File: config.mk
export PLATFORM = sky130hd
export DESIGN_NAME = mat_front
export DESIGN_NICKNAME = d
export VERILOG_FILES = /design/src/design/mat_pkg.sv /design/src/design/mat_front.sv
export SDC_FILE = /design/constraint.sdc
export NUM_CORES = 1
export LEC_CHECK = 0
export ABC_AREA = 1
export BUFFER_PORTS_ARGS = -buffer_cell sky130_fd_sc_hd__buf_2
export CAP_MARGIN = 20
export CORE_MARGIN = 4
export CORE_UTILIZATION = 39
export DETAILED_ROUTE_END_ITERATION = 8
export HOLD_SLACK_MARGIN = 0.08
export SLEW_MARGIN = 40
export SYNTH_ARGS = -nofsm -noshare
export SYNTH_HDL_FRONTEND = slang
export SYNTH_SLANG_ARGS = --single-unit
File: constraint.sdc
create_clock -name clk -period 6.55 [get_ports clk]
set_clock_uncertainty 0.15 [all_clocks]
set_input_delay 1.31 -clock clk [delete_from_list [all_inputs] [get_ports clk]]
set_output_delay 1.31 -clock clk [all_outputs]
set_load 0.01 [all_outputs]
File: src/design/mat_pkg.sv
`timescale 1ns / 1ps
package mat_pkg;

	localparam int NPTS  = 1024;
	localparam int AW    = 10;
	localparam int ACC_W = 58;
	localparam int PW    = 48;
	localparam int RW    = 13;
	localparam int KMAX  = 64;
	localparam int HMAX  = 32;

	typedef enum logic [1:0] {
		ACT_LOAD = 2'd0,
		ACT_PREP = 2'd1,
		ACT_TEND = 2'd2,
		ACT_NONE = 2'd3
	} action_t;

	typedef enum logic [2:0] {
		REG_B  = 3'd0,
		REG_SS = 3'd1,
		REG_C  = 3'd2,
		REG_F  = 3'd3,
		REG_K  = 3'd4,
		REG_H  = 3'd5,
		REG_M3 = 3'd6,
		REG_N  = 3'd7
	} reg_idx_t;

	typedef enum logic [3:0] {
		S_IDLE,
		S_RED,
		S_WREAD,
		S_WMUL,
		S_WACC,
		S_DIV,
		S_DIVEND,
		S_FREAD,
		S_FLATCH,
		S_MMUL,
		S_MACC,
		S_DONE
	} state_t;

	typedef enum logic [1:0] {
		DST_PW,
		DST_PX,
		DST_PREP,
		DST_FETCH
	} dst_t;

	typedef enum logic [2:0] {
		F_W2K = 3'd0,
		F_WK  = 3'd1,
		F_G   = 3'd2,
		F_M2  = 3'd3,
		F_M1  = 3'd4,
		F_P1  = 3'd5
	} fetch_t;

	typedef enum logic [2:0] {
		M_WW   = 3'd0,
		M_YY1  = 3'd1,
		M_YY2  = 3'd2,
		M_YX1  = 3'd3,
		M_YX2  = 3'd4,
		M_SS   = 3'd5,
		M_CP   = 3'd6,
		M_DAMP = 3'd7
	} mul_t;

	typedef struct packed {
		logic signed [31:0] b;
		logic signed [31:0] ss;
		logic signed [31:0] c;
		logic signed [31:0] f;
		logic [6:0]         k;
		logic [5:0]         h;
		logic               m3;
		logic [10:0]        n;
	} cfg_t;

	typedef struct packed {
		action_t            act;
		logic [AW-1:0]      idx;
		logic signed [31:0] x;
		logic signed [31:0] y;
	} cmd_t;

	typedef struct packed {
		logic [1:0] count;
		logic       full;
	} fr_stat_t;

	typedef struct packed {
		logic idle;
		logic done;
	} bk_stat_t;

	function automatic logic signed [31:0] sat32(input logic signed [ACC_W-1:0] v);
		logic signed [ACC_W-1:0] hi;
		logic signed [ACC_W-1:0] lo;
		hi = $signed({{(ACC_W-32){1'b0}}, 32'h7fffffff});
		lo = $signed({{(ACC_W-32){1'b1}}, 32'h80000000});
		if (v > hi)
			return 32'sh7fffffff;
		else if (v < lo)
			return 32'sh80000000;
		else
			return v[31:0];
	endfunction

	function automatic logic signed [RW-1:0] fetch_off(input fetch_t fi, input logic [6:0] k);
		logic signed [RW-1:0] kk;
		kk = $signed({{(RW-7){1'b0}}, k});
		case (fi)
			F_W2K:   return -(kk <<< 1);
			F_WK:    return -kk;
			F_G:     return '0;
			F_M2:    return -$signed(RW'(2));
			F_M1:    return -$signed(RW'(1));
			F_P1:    return $signed(RW'(1));
			default: return '0;
		endcase
	endfunction

endpackage

File: src/design/mat_front.sv
`timescale 1ns / 1ps
module mat_front (
	input  logic                clk,
	input  logic                arst_n,
	input  logic                item_valid,
	output logic                item_stall,
	input  logic [1:0]          action,
	input  logic [9:0]          index,
	input  logic signed [31:0]  large_value,
	input  logic signed [31:0]  small_value,
	input  logic [10:0]         n,
	input  logic                cmd_pop,
	output logic                cmd_avail,
	output mat_pkg::cmd_t       cmd,
	output mat_pkg::fr_stat_t   stat
);

	mat_pkg::cmd_t ent_q [2];
	logic          wp_q;
	logic          rp_q;
	logic [1:0]    cnt_q;
	logic          keep;
	logic          push;
	mat_pkg::action_t act;

	assign act = mat_pkg::action_t'(action);

	always_comb begin
		unique case (act)
			mat_pkg::ACT_LOAD, mat_pkg::ACT_TEND: keep = {1'b0, index} < n;
			mat_pkg::ACT_PREP:                    keep = 1'b1;
			default:                              keep = 1'b0;
		endcase
	end

	assign item_stall = cnt_q == 2'd2;
	assign push       = item_valid && !item_stall && keep;
	assign cmd_avail  = cnt_q != 2'd0;
	assign cmd        = ent_q[rp_q];
	assign stat.count = cnt_q;
	assign stat.full  = item_stall;

	always_ff @(posedge clk) begin
		if (push) begin
			ent_q[wp_q] <= '{act: act, idx: index, x: large_value, y: small_value};
		end
	end

	always_ff @(posedge clk or negedge arst_n) begin
		if (!arst_n) begin
			wp_q  <= 1'b0;
			rp_q  <= 1'b0;
			cnt_q <= 2'd0;
		end else begin
			if (push)
				wp_q <= !wp_q;
			if (cmd_pop)
				rp_q <= !rp_q;
			if (push && !cmd_pop)
				cnt_q <= cnt_q + 2'd1;
			else if (!push && cmd_pop)
				cnt_q <= cnt_q - 2'd1;
		end
	end

endmodule

# [Word-level counts from Yosys, hierarchy flattened]
# Memories as Yosys holds them, arrays and structs flattened.
# Index checks and enable logic that the tools add are counted.
[word_totals] regBits=4 mem_bits_rw=152 inputBits=91 output_inout_bits=81 elab_cells=28 mem_count=1
[memory_table] memory="ent_q" words=2 word_bits=76 rd=1 rd_clocked_by_memory_dff=0 wr=1 line="mat_front.sv:18" text="mat_pkg::cmd_t ent_q [2];"
[classes] n_addsub=2 order_cmp=1 n_eq_ne=3 muxes=5 n_reduce_logical=13
[ops] cell="10-bit by 11-bit < comparator with 1-bit output" n=1
[ops] cell="1-bit logical NOT" n=5
[ops] cell="2-bit equality test (second input constant)" n=2
[ops] cell="1-bit logical AND" n=4
[ops] cell="2-bit 2-to-1 mux" n=2
[ops] cell="2-bit nonzero test" n=2
[ops] cell="2-bit by 1-bit adder with 2-bit output (second input constant)" n=1
[ops] cell="2-bit by 1-bit equality test with 1-bit output (second input constant)" n=1
[ops] cell="2-bit logical NOT" n=1
[ops] cell="1-bit 2-to-1 mux" n=2
[ops] cell="1-bit one-hot mux with 2 select lines" n=1
[ops] cell="2-bit OR reduction" n=1
[ops] cell="2-bit by 1-bit subtractor with 2-bit output (second input constant)" n=1

# [Logic depth before layout (Yosys ltp)]
[depth] word_depth=8 mapped_depth=16

# [Worst setup path before layout]
# Ideal clock, no wire load.
[synth_timing] path_kind="input-to-reg" startpoint="in n[9]" endpoint="mem ent_q[1][0] in the netlist's numbering, enable pin" t_arrival_ns=5.238 required_time_ns=5.890 slack_ns=0.652 cell_stages=11 path_cell_list="inv_1 -> ha_1 -> nand2_1 -> inv_1 -> nand2_1 -> inv_1 -> nand2_1 -> nand3_1 -> nand2_1 -> nand2_1 -> nor2_1"
[synth_via] elab_chain_cells=5
[synth_rtl] element="start: declaration" line="mat_front.sv:11" text="input logic [10:0] n,"
[synth_rtl] element="10-bit by 11-bit < comparator with 1-bit output" line="mat_front.sv:30" text="mat_pkg::ACT_LOAD, mat_pkg::ACT_TEND: keep = {1'b0, index} < n;"
[synth_rtl] element="1-bit one-hot mux with 2 select lines" line="mat_front.sv:29" text="unique case (act)"
[synth_rtl] element="1-bit logical AND" line="mat_front.sv:37" text="assign push = item_valid && !item_stall && keep;"
[synth_rtl] element="1-bit 2-to-1 mux" line="mat_front.sv:44" text="if (push) begin"
[synth_rtl] element="1-bit 2-to-1 mux (implied by the code)" line="mat_front.sv:45" text="ent_q[wp_q] <= '{act: act, idx: index, x: large_value, y: small_value};"
[synth_rtl] element="end: declaration" line="mat_front.sv:18"
# Every way passes these cells.

==> results.tsv <==
metric	value	unit
num_rows	45	
die_h	133	um
cts-resized-gates	0	
grt_pass1_vias	3570	
syn_nets	424	
regToRegSetupSlack	4.29	ns
max_freq	0.253	GHz
clk_latency	0.41	ns
holdPathStages	2	
synth_cell_type_count	16	
arrival	2.48	ns
pre_cts_ws	2.77	ns
grt-ovfl-total	0	
htreeDepth	4	
cts_setup_buffers	0	
rsz0062_at_grt	false	
syn2layout_area_growth	27.5	%
cts_root_buffer	clkbuf_16	
synth_compound_area_frac	0.00244	
cts_made_buffers	17	
ys_warn_count	0	
seq_area_frac_synth	0.759	
worst_pin_slew	0.649	ns
synth-xor-area-share	0.00428	
gp_congestion	0.762	
r2r-start	cnt_q[1]	
coreArea	0.0153	mm2
wirelength	11300	um
finalPower	3.18	mW
status	finished, final reports clean	
hold_viol_final	0	
syn_area	0.00614	mm2
required	5.09	ns
finalMaxSlewViolations	0	
fin_crit	3.94	ns
path_class	reg -> out	
ios	172	
ant_nets	0	
yosys.area_share.simple	0.0226	
r2r_cells	8	
slew-limit-headroom	0.568	
worstHoldStart	wp_q	
drv_cap	0	
max-vdd-ir-drop	0.000193	V
synth_top_family_by_area	multiplexers	
finalSetupViolations	0	
port_buffers	171	
vias_per_cell	4.53	
setup_ws	2.61	ns
yosys.area_share.adder	0.0204	
hpwl	7740	um
fin_setup_tns	0	ns
p_per_area	405	mW/mm2
min_to	wp_q	
drc	0	
path_clk_slew	0.06	ns
cp_max_fo	41	
mostFrequentLayoutCell	buf_2	
cts_tree	yes	
fp.dieW	133	um
drtPass1Iterations	4	
layout-drive-gt1-share	0.545	
drt_iter0_markers	156	
clock_path_buffers	2	
cts_sinks	156	
synth_area_per_cell	19.0	um2
grt_first_pass_wirelength	17800	um
start_kind	flop	
rr_endpoint	ent_q[0][14]	
initial_core_util	0.401	
antenna_cells	0	
die_area	0.0178	mm2
min_path_type	reg -> reg	
routedWlPerCell	15.4	um
ys_ff_latch	156	
via_count	3313	
synthMuxAreaShare	0.158	
grt_use_total	0.131	
grt_max_degree	48	
cp-end-kind	primary output	
final_nets	609	
cts_hold_buf	0	
antenna_found_initial	2	
cellLeakagePower	3.19	nW
syn-instance-count	323	
min_period_over_period	0.602	
layout_common_cells	171 x buf_2, 152 x edfxtp_1, 46 x mux2_2	
==> routing by layer <==
layer	wire length, um	vias to the layer above	share of wire	track usage
li1	-	1570	-	-
met1	4660	1616	0.41	0.153
met2	5650	114	0.50	0.219
met3	861	9	0.076	0.0559
met4	89	4	0.0079	0.0411
met5	21	-	0.0019	0
==> cell usage after synthesis, drive strengths merged <==
cell type,n,area (um2)
xor2,2,17.5
edfxtp,152,4560
mux2,76,968
inv,29,109
nor2,8,30.0
buf,10,95.1
dfrtp,4,100
xnor2,1,8.76
ha,10,125
nand3,3,15.0
a21oi,3,15.0
nand2,25,93.8
==> power breakdown <==
group	leakage, nW	total [mW]	switching [mW]	internal (mW)
clock network	0.274	0.918	0.363	0.555
logic	1.48	0.876	0.432	0.444
registers	1.44	1.38	0.0926	1.29
total	3.19	3.18	0.887	2.29
==> worst max path at each step <==
stage                        start      endpoint  slack (ns)
after floorplan               n[9]   ent_q[1][0]        0.65
after global routing          rp_q       cmd[73]        2.48
after global placement    index[2]  ent_q[1][39]        2.44
after detailed placement  index[2]  ent_q[0][70]        2.77
final                         rp_q       cmd[35]        2.61
after CTS                     rp_q       cmd[19]        2.53
==> per-stage QoR <==
step | hold slack, ns | area, um2 | instances | utilization
3_3_place_gp | 0.313 | 7210 | 698 | 0.471
5_1_grt | 0.363 | 7830 | 732 | 0.511
6_report | 0.336 | 7830 | 732 | 0.511
3_5_place_dp | 0.320 | 7270 | 700 | 0.475
2_1_floorplan | 0.292 | 6140 | 323 | -
4_1_cts | 0.336 | 7830 | 732 | 0.511
==> critical path, cell delays in order, from the launching register on <==
cell     delay [ns]
dfrtp_4        0.83
buf_4          0.62
mux2_2         0.41
buf_2          0.15
==> layout make-up <==
type / instances / area [um2]
clock inverters: 13 / 126
fillers: 1331 / 7480
multi-input cells: 128 / 1280
repair buffers: 176 / 946
flip-flops and latches: 156 / 4670
clock buffers: 19 / 433
well taps: 211 / 264
inverters: 29 / 114
==> state kept, by name, summed over array words and instances, names as in the netlist <==
name / count
wp_q: 1
rp_q: 1
cnt_q: 2
ent_q: 152
==> cells by family after synthesis <==
group / after synthesis
and+or+nand+nor: 36
DFF: 156
adders and majority gates: 10
buffers and inverters: 39
muxes: 76
AOI/OAI and AO/OA: 3
xor gates and xnor gates: 3
Note: power is estimated with default switching activity, not from simulation.
